<file path="src/design/wpp_pkg.sv">
// Shared types and constants of the WAVE PCM stream parser.
// Depends on nothing; used by the parser core, the top and the checker.
package wpp_pkg;

   localparam logic [1:0] KIND_SAMPLE = 2'd0;
   localparam logic [1:0] KIND_ACCEPT = 2'd1;
   localparam logic [1:0] KIND_REJECT = 2'd2;

   localparam logic [31:0] TAG_RIFF = 32'h5249_4646;
   localparam logic [31:0] TAG_WAVE = 32'h5741_5645;
   localparam logic [31:0] TAG_FMT  = 32'h666D_7420;
   localparam logic [31:0] TAG_DATA = 32'h6461_7461;

   localparam logic [15:0] FORMAT_PCM = 16'd1;

   localparam logic [7:0] PCM_OFFSET = 8'd128;

   typedef struct packed {
      logic        valid;
      logic [1:0]  kind;
      logic [15:0] sample_value;
      logic [15:0] channel_count;
      logic [31:0] audio_rate;
      logic [15:0] sample_bits;
      logic [31:0] data_length;
   } wpp_result_type;

endpackage

</file>
<file path="src/design/wpp_req_if.sv">
// Input channel of the WAVE parser: one file byte per beat.
// Depends on nothing.
interface wpp_req_if;
   logic       valid;
   logic       ready;
   logic [7:0] data_byte;
   logic       start_req;

   modport source (output valid, output data_byte, output start_req, input ready);
   modport sink (input valid, input data_byte, input start_req, output ready);
endinterface

</file>
<file path="src/design/wpp_rsp_if.sv">
// Result channel of the WAVE parser: one sample or header verdict per beat.
// Depends on nothing.
interface wpp_rsp_if;
   logic               valid;
   logic               ready;
   logic        [1:0]  kind;
   logic signed [15:0] sample_value;
   logic        [15:0] channel_count;
   logic        [31:0] audio_rate;
   logic        [15:0] sample_bits;
   logic        [31:0] data_length;

   modport source (output valid, output kind, output sample_value, output channel_count,
                   output audio_rate, output sample_bits, output data_length,
                   input ready);
   modport sink (input valid, input kind, input sample_value, input channel_count,
                 input audio_rate, input sample_bits, input data_length,
                 output ready);
endinterface

</file>
<file path="src/design/wpp_core.sv">
// Parser state machine: RIFF/WAVE tag check, chunk walk, fmt capture and sample mixing.
// Depends on wpp_pkg. Updates its state on each step and presents the result combinationally.
module wpp_core (
   input  logic                    clock,
   input  logic                    reset,
   input  logic                    step_en,
   input  logic [7:0]              data_byte,
   input  logic                    start_req,
   output wpp_pkg::wpp_result_type result
);

   localparam logic [3:0] PH_RIFF  = 4'd0;
   localparam logic [3:0] PH_RSIZE = 4'd1;
   localparam logic [3:0] PH_WAVE  = 4'd2;
   localparam logic [3:0] PH_CID   = 4'd3;
   localparam logic [3:0] PH_CSIZE = 4'd4;
   localparam logic [3:0] PH_FMT   = 4'd5;
   localparam logic [3:0] PH_SKIP  = 4'd6;
   localparam logic [3:0] PH_DATA  = 4'd7;
   localparam logic [3:0] PH_IDLE  = 4'd8;

   logic [3:0]  phase_ff, phase_in;
   logic [4:0]  count_ff, count_in;
   logic [31:0] tag_ff, tag_in;
   logic [31:0] chunk_ff, chunk_in;
   logic [15:0] format_ff, format_in;
   logic [15:0] chans_ff, chans_in;
   logic [31:0] rate_ff, rate_in;
   logic [15:0] align_ff, align_in;
   logic [15:0] bits_ff, bits_in;
   logic        fmt_found_ff, fmt_found_in;
   logic [31:0] left_ff, left_in;
   logic [7:0]  low_ff, low_in;
   logic        chan_idx_ff, chan_idx_in;
   logic [16:0] mix_ff, mix_in;
   logic        riff_ok_ff, riff_ok_in;
   logic        pad_ff, pad_in;
   logic        hi_ff, hi_in;

   logic        res_valid;
   logic [1:0]  res_kind;
   logic [15:0] res_sample;
   logic [31:0] res_length;

   always_comb begin
      logic [2:0]  frame;
      logic        format_ok;
      logic [15:0] smp;
      logic [1:0]  idx_next;
      logic [16:0] rounded;

      phase_in     = phase_ff;
      count_in     = count_ff;
      tag_in       = tag_ff;
      chunk_in     = chunk_ff;
      format_in    = format_ff;
      chans_in     = chans_ff;
      rate_in      = rate_ff;
      align_in     = align_ff;
      bits_in      = bits_ff;
      fmt_found_in = fmt_found_ff;
      left_in      = left_ff;
      low_in       = low_ff;
      chan_idx_in  = chan_idx_ff;
      mix_in       = mix_ff;
      riff_ok_in   = riff_ok_ff;
      pad_in       = pad_ff;
      hi_in        = hi_ff;
      res_valid    = 1'b0;
      res_kind     = wpp_pkg::KIND_SAMPLE;
      res_sample   = '0;
      res_length   = '0;
      smp          = '0;
      idx_next     = '0;
      rounded      = '0;

      if (start_req) begin
         phase_in     = PH_RIFF;
         count_in     = '0;
         tag_in       = '0;
         chunk_in     = '0;
         format_in    = '0;
         chans_in     = '0;
         rate_in      = '0;
         align_in     = '0;
         bits_in      = '0;
         fmt_found_in = 1'b0;
         left_in      = '0;
         low_in       = '0;
         chan_idx_in  = 1'b0;
         mix_in       = '0;
         riff_ok_in   = 1'b0;
         pad_in       = 1'b0;
         hi_in        = 1'b0;
      end

      // Frame size is only meaningful for the legal formats: 1 or 2 channels of 8 or 16 bits.
      unique case ({chans_in == 16'd2, bits_in == 16'd16})
         2'b00:   frame = 3'd1;
         2'b01:   frame = 3'd2;
         2'b10:   frame = 3'd2;
         default: frame = 3'd4;
      endcase
      format_ok = (format_in == wpp_pkg::FORMAT_PCM) &&
                  (chans_in == 16'd1 || chans_in == 16'd2) &&
                  (rate_in != 32'd0) && (bits_in == 16'd8 || bits_in == 16'd16) &&
                  (align_in == {13'd0, frame});

      unique case (phase_in)
         PH_RIFF: begin
            tag_in   = {tag_in[23:0], data_byte};
            count_in = count_in + 5'd1;
            if (count_in == 5'd4) begin
               riff_ok_in = (tag_in == wpp_pkg::TAG_RIFF);
               count_in   = '0;
               phase_in   = PH_RSIZE;
            end
         end
         PH_RSIZE: begin
            count_in = count_in + 5'd1;
            if (count_in == 5'd4) begin
               count_in = '0;
               phase_in = PH_WAVE;
            end
         end
         PH_WAVE: begin
            tag_in   = {tag_in[23:0], data_byte};
            count_in = count_in + 5'd1;
            if (count_in == 5'd4) begin
               count_in = '0;
               if (!riff_ok_in || tag_in != wpp_pkg::TAG_WAVE) begin
                  phase_in  = PH_IDLE;
                  res_valid = 1'b1;
                  res_kind  = wpp_pkg::KIND_REJECT;
               end else begin
                  phase_in = PH_CID;
               end
            end
         end
         PH_CID: begin
            tag_in   = {tag_in[23:0], data_byte};
            count_in = count_in + 5'd1;
            if (count_in == 5'd4) begin
               count_in = '0;
               chunk_in = '0;
               phase_in = PH_CSIZE;
            end
         end
         PH_CSIZE: begin
            chunk_in = {data_byte, chunk_in[31:8]};
            count_in = count_in + 5'd1;
            if (count_in == 5'd4) begin
               count_in = '0;
               if (tag_in == wpp_pkg::TAG_FMT) begin
                  if (chunk_in < 32'd16) begin
                     phase_in  = PH_IDLE;
                     res_valid = 1'b1;
                     res_kind  = wpp_pkg::KIND_REJECT;
                  end else begin
                     phase_in = PH_FMT;
                  end
               end else if (tag_in == wpp_pkg::TAG_DATA) begin
                  left_in    = chunk_in;
                  res_valid  = 1'b1;
                  res_length = chunk_in;
                  if (!fmt_found_in || !format_ok) begin
                     phase_in = PH_IDLE;
                     res_kind = wpp_pkg::KIND_REJECT;
                  end else begin
                     chan_idx_in = 1'b0;
                     hi_in       = 1'b0;
                     mix_in      = '0;
                     phase_in    = PH_DATA;
                     res_kind    = wpp_pkg::KIND_ACCEPT;
                  end
               end else begin
                  pad_in   = chunk_in[0];
                  phase_in = (chunk_in == 32'd0) ? PH_CID : PH_SKIP;
               end
            end
         end
         PH_FMT: begin
            if (count_in < 5'd2) begin
               format_in = {data_byte, format_in[15:8]};
            end else if (count_in < 5'd4) begin
               chans_in = {data_byte, chans_in[15:8]};
            end else if (count_in < 5'd8) begin
               rate_in = {data_byte, rate_in[31:8]};
            end else if (count_in >= 5'd12 && count_in < 5'd14) begin
               align_in = {data_byte, align_in[15:8]};
            end else if (count_in >= 5'd14) begin
               bits_in = {data_byte, bits_in[15:8]};
            end
            count_in = count_in + 5'd1;
            if (count_in == 5'd16) begin
               fmt_found_in = 1'b1;
               chunk_in     = chunk_in - 32'd16;
               pad_in       = chunk_in[0];
               count_in     = '0;
               phase_in     = (chunk_in == 32'd0) ? PH_CID : PH_SKIP;
            end
         end
         PH_SKIP: begin
            if (chunk_in != 32'd0) begin
               chunk_in = chunk_in - 32'd1;
            end else begin
               pad_in = 1'b0;
            end
            if (chunk_in == 32'd0 && !pad_in) begin
               count_in = '0;
               phase_in = PH_CID;
            end
         end
         PH_DATA: begin
            if (!chan_idx_in && !hi_in && left_in < {29'd0, frame}) begin
               phase_in = PH_IDLE;
            end else begin
               left_in = left_in - 32'd1;
               if (bits_in == 16'd8) begin
                  smp = {data_byte ^ wpp_pkg::PCM_OFFSET, 8'd0};
               end else if (!hi_in) begin
                  low_in = data_byte;
                  hi_in  = 1'b1;
               end else begin
                  smp   = {data_byte, low_in};
                  hi_in = 1'b0;
               end
               if (bits_in == 16'd8 || !hi_in) begin
                  mix_in   = mix_in + {smp[15], smp};
                  idx_next = {1'b0, chan_idx_in} + 2'd1;
                  if ({14'd0, idx_next} >= chans_in) begin
                     // Two channels: add one to a negative sum so the halving truncates toward zero.
                     rounded = mix_in + {16'd0, mix_in[16]};
                     res_sample  = (chans_in == 16'd1) ? mix_in[15:0] : rounded[16:1];
                     mix_in      = '0;
                     chan_idx_in = 1'b0;
                     if (left_in < {29'd0, frame}) begin
                        phase_in = PH_IDLE;
                     end
                     res_valid  = 1'b1;
                     res_kind   = wpp_pkg::KIND_SAMPLE;
                     res_length = left_in;
                  end else begin
                     chan_idx_in = idx_next[0];
                  end
               end
            end
         end
         default: begin
         end
      endcase
   end

   always_comb begin
      result.valid         = res_valid;
      result.kind          = res_kind;
      result.sample_value  = res_sample;
      result.channel_count = chans_in;
      result.audio_rate    = rate_in;
      result.sample_bits   = bits_in;
      result.data_length   = res_length;
   end

   always_ff @(posedge clock) begin
      if (reset) begin
         phase_ff     <= PH_RIFF;
         count_ff     <= '0;
         tag_ff       <= '0;
         chunk_ff     <= '0;
         format_ff    <= '0;
         chans_ff     <= '0;
         rate_ff      <= '0;
         align_ff     <= '0;
         bits_ff      <= '0;
         fmt_found_ff <= 1'b0;
         left_ff      <= '0;
         low_ff       <= '0;
         chan_idx_ff  <= 1'b0;
         mix_ff       <= '0;
         riff_ok_ff   <= 1'b0;
         pad_ff       <= 1'b0;
         hi_ff        <= 1'b0;
      end else if (step_en) begin
         phase_ff     <= phase_in;
         count_ff     <= count_in;
         tag_ff       <= tag_in;
         chunk_ff     <= chunk_in;
         format_ff    <= format_in;
         chans_ff     <= chans_in;
         rate_ff      <= rate_in;
         align_ff     <= align_in;
         bits_ff      <= bits_in;
         fmt_found_ff <= fmt_found_in;
         left_ff      <= left_in;
         low_ff       <= low_in;
         chan_idx_ff  <= chan_idx_in;
         mix_ff       <= mix_in;
         riff_ok_ff   <= riff_ok_in;
         pad_ff       <= pad_in;
         hi_ff        <= hi_in;
      end
   end

endmodule

</file>
<file path="src/design/wave_pcm_stream_parser.sv">
// Each accepted byte is held in the input register until the core parses it; its result beat is
// registered in the output register and shown on the result channel from there.
// Throughput: one byte per cycle; a stalled result channel holds the input stage.
// Reset: synchronous, active high; the parser then expects the RIFF tag and no beat is held.
// Depends on wpp_pkg, wpp_req_if, wpp_rsp_if and wpp_core.
module wave_pcm_stream_parser (
   input  logic    clock,
   input  logic    reset,
   wpp_req_if.sink   req_chan,
   wpp_rsp_if.source rsp_chan
);

   logic       in_valid_ff, in_valid_in;
   logic [7:0] in_byte_ff, in_byte_in;
   logic       in_start_ff, in_start_in;
   logic       stall;
   logic       step_en;

   wpp_pkg::wpp_result_type core_result;
   wpp_pkg::wpp_result_type out_ff, out_in;

   assign stall          = out_ff.valid && !rsp_chan.ready;
   assign step_en        = in_valid_ff && !stall;
   assign req_chan.ready = !in_valid_ff || !stall;

   wpp_core u_core (
      .clock     (clock),
      .reset     (reset),
      .step_en   (step_en),
      .data_byte (in_byte_ff),
      .start_req (in_start_ff),
      .result    (core_result)
   );

   always_comb begin
      in_valid_in = in_valid_ff;
      in_byte_in  = in_byte_ff;
      in_start_in = in_start_ff;
      if (req_chan.valid && req_chan.ready) begin
         in_valid_in = 1'b1;
         in_byte_in  = req_chan.data_byte;
         in_start_in = req_chan.start_req;
      end else if (step_en) begin
         in_valid_in = 1'b0;
      end

      out_in = out_ff;
      if (step_en && core_result.valid) begin
         out_in = core_result;
      end else if (rsp_chan.ready) begin
         out_in.valid = 1'b0;
      end
   end

   always_ff @(posedge clock) begin
      if (reset) begin
         in_valid_ff <= 1'b0;
         out_ff.valid <= 1'b0;
      end else begin
         in_valid_ff <= in_valid_in;
         out_ff.valid <= out_in.valid;
      end
      in_byte_ff           <= in_byte_in;
      in_start_ff          <= in_start_in;
      out_ff.kind          <= out_in.kind;
      out_ff.sample_value  <= out_in.sample_value;
      out_ff.channel_count <= out_in.channel_count;
      out_ff.audio_rate    <= out_in.audio_rate;
      out_ff.sample_bits   <= out_in.sample_bits;
      out_ff.data_length   <= out_in.data_length;
   end

   assign rsp_chan.valid         = out_ff.valid;
   assign rsp_chan.kind          = out_ff.kind;
   assign rsp_chan.sample_value  = out_ff.sample_value;
   assign rsp_chan.channel_count = out_ff.channel_count;
   assign rsp_chan.audio_rate    = out_ff.audio_rate;
   assign rsp_chan.sample_bits   = out_ff.sample_bits;
   assign rsp_chan.data_length   = out_ff.data_length;

endmodule

</file>
<file path="src/flat_wrapper.sv">
// flat-port wrapper written by rule: the top's interface ports become plain ports
module wave_pcm_stream_parser_flat 
  (clock, reset, req_chan_valid, req_chan_data_byte, req_chan_start_req, req_chan_ready, rsp_chan_valid, rsp_chan_kind, rsp_chan_sample_value, rsp_chan_channel_count, rsp_chan_audio_rate, rsp_chan_sample_bits, rsp_chan_data_length, rsp_chan_ready);
  wpp_req_if req_chan_i ();
  wpp_rsp_if rsp_chan_i ();
  input  logic clock;
  input  logic reset;
  input wire logic [$bits(req_chan_i.valid)-1:0] req_chan_valid;
  input wire logic [$bits(req_chan_i.data_byte)-1:0] req_chan_data_byte;
  input wire logic [$bits(req_chan_i.start_req)-1:0] req_chan_start_req;
  output wire logic [$bits(req_chan_i.ready)-1:0] req_chan_ready;
  output wire logic [$bits(rsp_chan_i.valid)-1:0] rsp_chan_valid;
  output wire logic [$bits(rsp_chan_i.kind)-1:0] rsp_chan_kind;
  output wire logic [$bits(rsp_chan_i.sample_value)-1:0] rsp_chan_sample_value;
  output wire logic [$bits(rsp_chan_i.channel_count)-1:0] rsp_chan_channel_count;
  output wire logic [$bits(rsp_chan_i.audio_rate)-1:0] rsp_chan_audio_rate;
  output wire logic [$bits(rsp_chan_i.sample_bits)-1:0] rsp_chan_sample_bits;
  output wire logic [$bits(rsp_chan_i.data_length)-1:0] rsp_chan_data_length;
  input wire logic [$bits(rsp_chan_i.ready)-1:0] rsp_chan_ready;
  assign req_chan_i.valid = req_chan_valid;
  assign req_chan_i.data_byte = req_chan_data_byte;
  assign req_chan_i.start_req = req_chan_start_req;
  assign req_chan_ready = req_chan_i.ready;
  assign rsp_chan_valid = rsp_chan_i.valid;
  assign rsp_chan_kind = rsp_chan_i.kind;
  assign rsp_chan_sample_value = rsp_chan_i.sample_value;
  assign rsp_chan_channel_count = rsp_chan_i.channel_count;
  assign rsp_chan_audio_rate = rsp_chan_i.audio_rate;
  assign rsp_chan_sample_bits = rsp_chan_i.sample_bits;
  assign rsp_chan_data_length = rsp_chan_i.data_length;
  assign rsp_chan_i.ready = rsp_chan_ready;
  wave_pcm_stream_parser u_core (.clock(clock), .reset(reset), .req_chan(req_chan_i), .rsp_chan(rsp_chan_i));
endmodule
</file>
<file path="config.mk">
export PLATFORM = sky130hd
export DESIGN_NAME = wave_pcm_stream_parser_flat
export DESIGN_NICKNAME = d
export VERILOG_FILES = /design/src/design/wpp_pkg.sv /design/src/design/wpp_req_if.sv /design/src/design/wpp_rsp_if.sv /design/src/design/wpp_core.sv /design/src/design/wave_pcm_stream_parser.sv /design/src/flat_wrapper.sv
export SDC_FILE = /design/constraint.sdc
export NUM_CORES = 1
export LEC_CHECK = 0
export BUFFER_PORTS_ARGS = -buffer_cell sky130_fd_sc_hd__buf_2
export CAP_MARGIN = 20
export CORE_ASPECT_RATIO = 0.75
export CORE_MARGIN = 3
export CORE_UTILIZATION = 30
export DETAILED_ROUTE_END_ITERATION = 12
export HOLD_SLACK_MARGIN = 0.12
export REMOVE_ABC_BUFFERS = 1
export SYNTH_ARGS = -nofsm -noshare
export SYNTH_HDL_FRONTEND = slang
export SYNTH_SLANG_ARGS = --single-unit
</file>
<file path="constraint.sdc">
create_clock -name clock -period 16.3 [get_ports clock]
set_input_delay 1.63 -clock clock [delete_from_list [all_inputs] [get_ports clock]]
set_output_delay 1.63 -clock clock [all_outputs]
set_load 0.02 [all_outputs]
</file>
==> results of run 1 <==
## worst max-delay path by stage
| stage | startpoint | end | slack, ns | depth (start not counted) |
|---|---|---|---|---|
| after floorplan | u_core.in_start_ff | u_core.rsp_chan.audio_rate[0] | 4.14 | 14 |
| after global placement | u_core.in_start_ff | u_core.rsp_chan.channel_count[13] | 9.46 | 17 |
| after detailed placement | u_core.in_start_ff | u_core.rsp_chan.channel_count[5] | 9.35 | 17 |
| after CTS | u_core.in_start_ff | u_core.rsp_chan.audio_rate[13] | 9.32 | 17 |
| after global routing | u_core.in_start_ff | u_core.rsp_chan.audio_rate[3] | 8.83 | 17 |
| final | u_core.in_start_ff | u_core.rsp_chan.audio_rate[3] | 9.21 | 17 |
## synthesized netlist by cell type (all sizes together) (6+ instances only)
cell / n / area share, %
a211oi: 11 / 0.41
a21boi: 6 / 0.22
a21o: 10 / 0.37
a21oi: 208 / 5.2
a222oi: 6 / 0.30
a22oi: 101 / 3.8
a311oi: 9 / 0.42
a31oi: 22 / 0.69
a41oi: 6 / 0.26
and2: 24 / 0.75
and3: 20 / 0.62
buf: 34 / 0.75
clkbuf: 156 / 2.9
dfxtp: 233 / 23
edfxtp: 123 / 18
ha: 32 / 2.0
inv: 37 / 0.69
mux2i: 20 / 1.0
nand2: 373 / 7.0
nand2b: 12 / 0.37
nand3: 53 / 1.3
nand4: 24 / 0.82
nand4b: 11 / 0.48
nor2: 307 / 5.7
nor2b: 35 / 1.1
nor3: 82 / 2.0
nor3b: 28 / 1.0
nor4: 64 / 2.3
nor4b: 9 / 0.39
nor4bb: 6 / 0.30
o211ai: 10 / 0.37
o21a: 17 / 0.64
o21ai: 153 / 3.8
o21bai: 7 / 0.26
o221ai: 9 / 0.39
o22ai: 37 / 1.2
o31ai: 12 / 0.45
or2: 7 / 0.22
or3: 20 / 0.62
or4: 21 / 0.80
xnor2: 33 / 1.4
xor2: 32 / 1.4
## worst max-delay path, cell delays in order (launching register included)
cell and delay [ns]:
edfxtp_1 0.32, buf_4 0.47, clkinv_2 0.67, buf_4 0.57, and2_1 0.32, or3_1 0.40, ha_1 0.34, inv_1 0.08
ha_1 0.27, a21o_1 0.10, a21oi_1 0.06, o21ai_0 0.29, nor2b_1 0.73, nand3_2 0.23, nand2_1 0.12, o2111ai_1 0.21
inv_4 0.73, buf_4 0.68
## routing by layer
layer	vias up	global-route usage, %
li1	9163	-
met1	9143	27.9
met2	889	27.1
met3	97	4.40
met4	4	5.02
met5	-	0
## kinds of logic (layout without fill, tap and decap cells)
logic type / count (synthesis) / count (layout) / share of synthesized area, %
simple gates: 1113 / 1113 / 26.7
compound gates: 679 / 679 / 21.3
flops: 356 / 356 / 41.6
buf+inv: 228 / 279 / 4.37
xor+xnor: 65 / 65 / 2.84
fa+ha+maj: 33 / 33 / 2.09
mux: 22 / 22 / 1.11
other cells: 0 / 3 / 0
## power by group through the flow
stage | registers [mW] | logic, mW | clock network [mW]
final | 0.928 | 0.163 | 0.896
after CTS | 0.927 | 0.159 | 0.920
after global routing | 0.928 | 0.176 | 0.953
after floorplan | 0.952 | 0.0882 | 0
after global placement | 0.947 | 0.158 | 0
after detailed placement | 0.947 | 0.159 | 0
## state kept, by name, indices dropped and copies added (netlist names), 16 cells and up
signal                         flops
u_core.u_core.chans_ff            16
u_core.u_core.align_ff            16
u_core.u_core.bits_ff             16
u_core.rsp_chan.sample_value      16
u_core.u_core.tag_ff              32
u_core.rsp_chan.channel_count     16
u_core.u_core.format_ff           16
u_core.rsp_chan.sample_bits       16
u_core.u_core.left_ff             32
u_core.u_core.chunk_ff            32
u_core.rsp_chan.data_length       32
u_core.rsp_chan.audio_rate        32
u_core.u_core.rate_ff             32
u_core.u_core.mix_ff              17
## per-stage QoR
step	std cells	hold slack [ns]	util, %	setup WS [ns]
6_report	3421	0.472	34.7	9.21
5_1_grt	3418	0.499	34.7	8.83
4_1_cts	3414	0.475	34.6	9.32
3_5_place_dp	3343	0.466	32.7	9.35
3_3_place_gp	3342	0.458	32.6	9.46
2_1_floorplan	2306	0.443	-	4.14
## placed cells by master, fill, tap and decap left out, types with 10 or more instances in the layout
cell type and count:
inv_1 35, nor3_1 79, nor3b_1 28, and2_1 22, ha_1 32, and3_1 20, nor2_1 306, a31oi_1 22
o21ai_0 143, nand2b_1 12, or4_1 20, a21o_1 10, xor2_1 32, a22oi_1 101, edfxtp_1 123, o22ai_1 37
clkbuf_16 41, buf_2 127, xnor2_1 33, nand2_1 372, a21oi_1 207, o211ai_1 10, or3_1 20, nor4_1 57
dfxtp_1 233, nand4b_1 11, o31ai_1 11, nand3_1 51, nand4_1 23, buf_4 39, mux2i_1 20, nor2b_1 35
a211oi_1 11, o21a_1 17
## final cells by class
cell class                      instances  area, um^2
Antenna cell                            3        7.51
Tap cell                              871        1090
Sequential cell                       356        8360
Inverter                               38         146
Fill cell                            6869       42900
Clock inverter                         26         241
Multi-Input combinational cell       1912       10900
Clock buffer                           45        1040
Timing Repair Buffer                  170        1010
==> results by group, run 1 <==
Outcome
  – Status: completed

Detailed routing
  – First drt pass iteration count: 6
  – Routed wl met3: 6740 um
  – Initial DRC count: 2288
  – Final wirelength: 68500 um
  – Vias per inst: 5.64
  – WL per Instance: 20.0 um
  – Post-route ant nets: 0
  – DRC: 0
  – Routed vias: 19300
  – M1 WL: 31900 um
  – Top Layer Used: met5
  – Metal2 WL: 28600 um

Final layout
  – Design area: 22800 um^2
  – # nets final: 2563
  – Layout area overhead: 13.6%
  – Share of layout cells above drive strength 1: 10.7%

GRT
  – Pin count of the biggest net entering global routing: 120
  – GRT Util Overall: 18.8%
  – Vias in the first global route: 17700
  – Grt ovf: 0
  – Global-route wire length before repair: 106000 um
  – Antenna violations before repair: 4

Timing
  – Hold violation count in the final report: 0
  – RSZ-0062 raised after global routing: no
  – Post-route setup TNS: 0 ns
  – Pins over their slew limit: 0
  – Fmax: 141 MHz
  – Fin crit period: 7.09 ns
  – Final period utilization: 43.5%
  – Clock skew: 0.0295 ns
  – Relative slew slack: 26.1%
  – Setup Viol. Count Final: 0
  – Actual slew at the worst max-slew pin: 1.10 ns

Setup path
  – Worst endpoint required time: 16.49 ns
  – Crit end category: register
  – Reg2reg setup slack: 9.21 ns
  – R2R Path End: u_core.rsp_chan.audio_rate[3]
  – Critical Path Fanout Max: 62
  – CP Launch Type: register
  – CP Class: register to register
  – Worst EP arrival: 7.28 ns
  – Worst reg-to-reg path cell count: 17
  – Critical R2R Launch: u_core.in_start_ff

Pwr
  – Flop pwr share: 46.7%
  – Sw Ratio: 25.8%
  – Internal power: 1.47 mW
  – Cell Pwr Density: 87.1 nW/um^2
  – Worst VDD drop: 0.0761 mV
  – Pleak: 7.83 nW
  – Logic pwr share: 8.2%
  – Clock power frac: 45.1%
  – Total power: 1.99 mW
  – Switch Pwr: 0.513 mW

Place
  – Port bufs: 128
  – Gpl congestion: 0.956
  – Post-DP HPWL: 46000 um
  – Placed Area: 21500 um^2

Clocking
  – Clock transition at the registers of the reported paths: 0.06 ns
  – Post CTS Setup Buffer Count: 0
  – Clock tree buffer depth: 3
  – Clk_lat worst skew: 0.57 ns
  – Clock root cell: clkbuf_16
  – CTS sink count: 356
  – Hold buffers post-CTS: 0
  – Cts bufs inserted: 39
  – CTS tree: built
  – Post-cts resize count: 0
  – H-Tree Depth: 2

Floorplanning
  – DIE HEIGHT: 230 um
  – Die X: 305 um
  – Die ar.: 70100 um^2
  – IO Pins: 129
  – Cell row count: 81
  – Starting Density: 30.6%
  – CORE AREA: 65700 um^2

Worst hold path
  – Worst hold start: u_core.u_core.rate_ff[5]
  – Worst hold path type: register to register
  – Hold Path End: u_core.u_core.rate_ff[5]
  – Hold Path Depth: 2

Synthesis
  – Post-Synthesis Cell Area: 20100 um^2
  – Synth Flop Type: dfxtp_1
  – Syn Area/Cell: 8.04 um^2
  – Synth Register Bits: 356
  – Seq/Total Area, Yosys: 41.6%
  – Warnings, synthesis: 0
  – Fraction of registers with async set/reset: 0%
  – Post-synth EDFFs: 123
  – Synth Instances: 2496
  – Number of distinct library cells after synthesis: 86

Run
  – Maxcap violations: 0
Power figures use the tool's default switching activity.
==> run 2, diff against run 1 <==
==> constraint.sdc (replaced) <==
create_clock -name clock -period 7.3 [get_ports clock]
set_input_delay 0.73 -clock clock [delete_from_list [all_inputs] [get_ports clock]]
set_output_delay 0.73 -clock clock [all_outputs]
set_load 0.02 [all_outputs]
==> results by group, run 2 (synthesized netlist as in run 1, its figures left out) <==
Final layout
  – # nets final: 2571 (+0.31%)
  – Commonest non-fill, non-tap cell in the layout: nand2_1
  – Diode count: 0 (-3)
  – Layout area overhead: 14.0%
  – Share of layout cells above drive strength 1: 11.0% (+0.32 points)
  – Design area: 22900 um^2 (+0.37%)
  – Most frequent cells in the layout: nand2_1 (372), nor2_1 (306), dfxtp_1 (233)
  – Fillers: 6783 (-1.3%)
  – Post-layout util: 34.9% (+0.13 points)

Setup path
  – Critical Path Fanout Max: 9 (-85%)
  – Worst EP arrival: 6.79 ns (-0.49 ns)
  – CP Class: register to register
  – Worst reg-to-reg path cell count: 24 (+7)
  – CP Launch Type: register
  – Crit end category: register
  – Worst endpoint required time: 7.58 ns (-8.91 ns)

Detailed routing
  – Final wirelength: 68300 um (-0.40%)
  – DRC: 0 (unchanged)
  – Post-route ant nets: 0 (unchanged)
  – Routed vias: 19300 (-0.031%)
  – Initial DRC count: 2303 (+0.66%)
  – Vias per inst: 5.63 (-0.15%)
  – WL per Instance: 19.9 um (-0.51%)
  – First drt pass iteration count: 5 (-1)

Timing
  – Clock skew: 0.0416 ns (+0.0122 ns)
  – Setup Viol. Count Final: 0 (unchanged)
  – Relative slew slack: 26.3% (+0.22 points)
  – Fmax: 154 MHz (+8.9%)
  – Final WS setup: 0.789 ns (-8.42 ns)
  – Final period utilization: 89.2% (+46 points)
  – Pins over their slew limit: 0 (unchanged)
  – Hold violation count in the final report: 0 (unchanged)
  – Actual slew at the worst max-slew pin: 1.10 ns (+0.00211 ns)
  – RSZ-0062 raised after global routing: no
  – Fin crit period: 6.51 ns (-0.577 ns)
  – Worst Hold Slack: 0.359 ns (-0.113 ns)

Floorplanning
  – Die X: 305 um (unchanged)
  – Starting Density: 30.6% (unchanged)
  – DIE HEIGHT: 230 um (unchanged)
  – IO Pins: 129 (unchanged)
  – Cell row count: 81 (unchanged)
  – CORE AREA: 65700 um^2 (unchanged)
  – Die ar.: 70100 um^2 (unchanged)

Clocking
  – Cts bufs inserted: 40 (+2.6%)
  – CTS tree: built
  – Post CTS Setup Buffer Count: 0 (unchanged)
  – CTS sink count: 356 (unchanged)
  – Hold buffers post-CTS: 0 (unchanged)
  – Clk_lat worst skew: 0.59 ns (+0.02 ns)
  – Clock transition at the registers of the reported paths: 0.06 ns (about the same)
  – Clock root cell: clkbuf_16
  – Post-cts resize count: 0 (unchanged)
  – H-Tree Depth: 2 (unchanged)
  – Clock tree buffer depth: 3 (unchanged)

Pwr
  – Pleak: 7.89 nW (+0.72%)
  – Worst VDD drop: 0.176 mV (+130%)
  – Cell Pwr Density: 197 nW/um^2 (+130%)
  – Total power: 4.52 mW (+130%)

Place
  – Post-DP HPWL: 46100 um (about the same)
  – Pre-CTS setup slack: 0.960 ns (-8.39 ns)
  – Gpl congestion: 0.928 (-2.9%)
  – Placed Area: 21500 um^2 (+0.15%)
  – Port bufs: 128 (unchanged)

GRT
  – Antenna violations before repair: 3 (-1)
  – Vias in the first global route: 17600 (-0.46%)
  – Global-route wire length before repair: 106000 um (-0.43%)
  – Grt ovf: 0 (unchanged)
  – Pin count of the biggest net entering global routing: 128 (+6.7%)
  – GRT Util Overall: 18.7% (-0.15 points)

Outcome
  – Status: completed

Worst hold path
  – Worst hold path type: primary input to register
  – Hold Path Depth: 1 (-1)

Run
  – Maxcap violations: 0 (unchanged)
-- run 2: worst max-delay path, stage by stage (launching register included) --
cell and delay [ns]:
dfxtp_1 0.33, nor4_1 0.38, nand4_1 0.25, nor3b_1 0.56
nor2_1 0.26, and2_1 0.24, ha_1 0.19, inv_1 0.07
fa_1 0.24, nor2b_1 0.07, o21a_1 0.20, o21ai_1 0.24
a21oi_1 0.15, o31ai_1 0.31, a21oi_1 0.16, xor2_1 0.55
and2_1 0.21, ha_1 0.17, nand2_1 0.07, nor2b_1 0.22
nand3_1 0.15, or4_1 0.63, nor3b_1 0.28, and4_1 0.23
nor4_1 0.05
-- run 2: where the power goes --
group | switching [mW] | internal (mW)
Combinational | 0.271 | 0.103
Sequential | 0.0158 | 2.05
Clock | 0.870 | 1.21
-- run 2: path summary, 6_finish.rpt --
path                             from                               end  slack [ns]
min             req_chan_data_byte[6]              u_core.in_byte_ff[6]        0.36
max          u_core.u_core.bits_ff[0]  u_core.rsp_chan.sample_value[15]        0.79
min reg2reg  u_core.u_core.bits_ff[7]          u_core.u_core.bits_ff[7]        0.47
max reg2reg  u_core.u_core.bits_ff[0]  u_core.rsp_chan.sample_value[15]        0.79
-- run 2: final cells by class --
class                      instances  area, um^2  area share, %
clock buffer                      52        1130           4.92
clock inverter                    19         224          0.978
inverter                          38         146          0.639
multi-input combinational       1912       10900           47.6
sequential                       356        8360           36.5
tap                              871        1090           4.76
timing repair buffer             177        1050           4.57
-- run 2: stage by stage --
stage / cells / setup TNS, ns
3_3_place_gp: 3348 / 0
6_report: 3425 / 0
3_5_place_dp: 3349 / 0
5_1_grt: 3425 / 0
4_1_cts: 3420 / 0
2_1_floorplan: 2306 / -870.05
-- run 2: metal layers --
layer	share of wire (%)	vias up	GRT usage, %
met5	0.019	-	0
met4	2.2	2	4.78
met3	9.5	106	4.37
met2	41	860	27.4
met1	47	9162	27.4
li1	-	9160	-
==> run 3, diff against run 2 <==
--- a/config.mk
+++ b/config.mk
@@ -5,13 +5,15 @@
 export SDC_FILE = /design/constraint.sdc
 export NUM_CORES = 1
 export LEC_CHECK = 0
-export BUFFER_PORTS_ARGS = -buffer_cell sky130_fd_sc_hd__buf_2
+export BUFFER_PORTS_ARGS = -buffer_cell sky130_fd_sc_hd__clkbuf_2
 export CAP_MARGIN = 20
 export CORE_ASPECT_RATIO = 0.75
 export CORE_MARGIN = 3
 export CORE_UTILIZATION = 30
+export CTS_BUF_LIST = sky130_fd_sc_hd__clkbuf_4 sky130_fd_sc_hd__clkbuf_8 sky130_fd_sc_hd__clkbuf_16
 export DETAILED_ROUTE_END_ITERATION = 12
 export HOLD_SLACK_MARGIN = 0.12
+export RECOVER_POWER = 50
 export REMOVE_ABC_BUFFERS = 1
 export SYNTH_ARGS = -nofsm -noshare
 export SYNTH_HDL_FRONTEND = slang
==> results by group, run 3 (synthesized netlist as in run 1, its figures left out) <==
Worst hold path
  – Worst hold path type: primary input to register

Timing
  – RSZ-0062 raised after global routing: no
  – Setup Viol. Count Final: 0 (unchanged)
  – Hold violation count in the final report: 0 (unchanged)
  – Fin crit period: 6.45 ns (-0.0622 ns)
  – Final period utilization: 88.3% (-0.85 points)
  – Actual slew at the worst max-slew pin: 3.43 ns (+2.32 ns)
  – Relative slew slack: -128% (-150 points)
  – Pins over their slew limit: 315 (+315)
  – Fmax: 155 MHz (+0.96%)
  – Clock skew: 0.0221 ns (-0.0195 ns)

GRT
  – Pin count of the biggest net entering global routing: 97 (-24%)
  – Antenna violations before repair: 3 (unchanged)
  – GRT Util Overall: 18.6% (-0.034 points)
  – Vias in the first global route: 17500 (-0.57%)
  – Grt ovf: 0 (unchanged)
  – Global-route wire length before repair: 105000 um (-0.40%)

Setup path
  – CP Launch Type: register
  – Critical Path Fanout Max: 34 (+25)
  – CP Class: register to register
  – Worst EP arrival: 6.74 ns (-0.05 ns)
  – Worst endpoint required time: 7.59 ns (about the same)
  – Crit end category: register
  – Slowest-stage cell, CP: or4_1
  – Biggest cell delay along the critical path: 0.63 ns (about the same)

Run
  – Maxcap violations: 5 (+5)

Outcome
  – Failing checks: capacitance limit, slew limit
  – Status: finished with violations

Final layout
  – Fillers: 6923 (+2.1%)
  – Storage cell area: 8360 um^2 (unchanged)
  – Final non-filler cell total: 3423 (-0.058%)
  – Diode count: 0 (unchanged)
  – Area occupied by multi-input gates: 10900 um^2 (about the same)
  – Layout area overhead: 13.3%
  – Commonest non-fill, non-tap cell in the layout: nand2_1
  – Share of layout cells above drive strength 1: 6.07% (-4.9 points)
  – Post-layout util: 34.6% (-0.21 points)
  – Most frequent cells in the layout: nand2_1 (372), nor2_1 (306), dfxtp_1 (233)
  – # nets final: 2566 (-0.19%)

Detailed routing
  – M1 WL: 31600 um (-0.99%)
  – Final wirelength: 68000 um (-0.38%)
  – Routed wl met3: 7220 um (+11%)
  – First drt pass iteration count: 6 (+1)
  – Initial DRC count: 2469 (+7.2%)
  – WL per Instance: 19.9 um (-0.32%)
  – Metal2 WL: 27700 um (-2.3%)
  – Vias per inst: 5.59 (-0.81%)
  – Post-route ant nets: 0 (unchanged)
  – Routed vias: 19100 (-0.87%)
  – Top Layer Used: met5
  – DRC: 0 (unchanged)

Clocking
  – Post CTS Setup Buffer Count: 0 (unchanged)
  – Hold buffers post-CTS: 0 (unchanged)
  – CTS sink count: 356 (unchanged)
  – Clock tree buffer depth: 3 (unchanged)
  – H-Tree Depth: 2 (unchanged)
  – Clock root cell: clkbuf_16
  – CTS tree: built
  – Cts bufs inserted: 40 (unchanged)
  – Clock transition at the registers of the reported paths: 0.06 ns (about the same)
  – Clk_lat worst skew: 0.58 ns (about the same)
  – Post-cts resize count: 0 (unchanged)

Place
  – Post-DP HPWL: 45800 um (-0.56%)
  – Port bufs: 128 (unchanged)
  – Gpl congestion: 0.946 (+1.9%)
  – Cells after DPL: 3345 (-0.12%)

Floorplanning
  – Cell row count: 81 (unchanged)
  – IO Pins: 129 (unchanged)
  – Die ar.: 70100 um^2 (unchanged)
  – Starting Density: 30.6% (unchanged)
  – CORE AREA: 65700 um^2 (unchanged)
  – Die X: 305 um (unchanged)
  – DIE HEIGHT: 230 um (unchanged)

Pwr
  – Pleak: 7.54 nW (-4.4%)
  – Cell Pwr Density: 206 nW/um^2 (+4.5%)
  – Worst VDD drop: 0.166 mV (-5.5%)
run 3: through the flow:
stage          setup TNS (ns)  worst slack [ns]  area, um^2  hold WS, ns  power [mW]
2_1_floorplan         -870.05             -4.86       19300        0.443        2.32
3_3_place_gp                0              1.17       21400        0.459        2.47
3_5_place_dp                0              1.02       21500        0.465        2.47
4_1_cts                     0             0.977       22900        0.306        4.73
5_1_grt                     0             0.289       22800        0.310        4.85
6_report                    0             0.851       22800        0.337        4.69
run 3: worst paths after layout:
check / start / endpoint / slack [ns] / cells past startpoint
setup / recovery: u_core.in_start_ff / u_core.rsp_chan.sample_value[15] / 0.85 / 26
hold / removal: req_chan_data_byte[5] / u_core.in_byte_ff[5] / 0.34 / 1
setup reg to reg: u_core.in_start_ff / u_core.rsp_chan.sample_value[15] / 0.85 / 26
hold reg to reg: u_core.u_core.chans_ff[6] / u_core.u_core.chans_ff[6] / 0.47 / 2
run 3: layout make-up:
cell class | instances | share of cell area (%)
clock buffer | 52 | 4.98
clock inverter | 22 | 1.46
inverter | 38 | 0.643
multi-input combinational | 1912 | 47.9
sequential | 356 | 36.7
tap | 871 | 4.79
timing repair buffer | 172 | 3.54
run 3: worst max-delay path: cells and delay by family, from the launching register on:
family                     cells  cell delay (ns)
DFF                            1             0.43
xor gates and xnor gates       1             0.17
AOI/OAI and AO/OA              5             1.06
buffers and inverters          3             0.52
and+or+nand+nor               14             3.34
adders and majority gates      3             0.60
run 3: routing by layer:
metal / vias to the layer above / GRT usage, %
met2: 889 / 26.5
met1: 8966 / 27.5
met3: 111 / 5.13
met5: - / 0
met4: 2 / 4.95
li1: 9154 / -
run 3: power breakdown:
| group | leakage [nW] | total, mW | switching, mW | internal [mW] |
|---|---|---|---|---|
| Combinational | 3.74 | 0.358 | 0.260 | 0.0989 |
| Clock | 0.733 | 2.26 | 0.897 | 1.36 |
| Sequential | 3.07 | 2.08 | 0.0255 | 2.05 |
| Total | 7.54 | 4.69 | 1.18 | 3.51 |
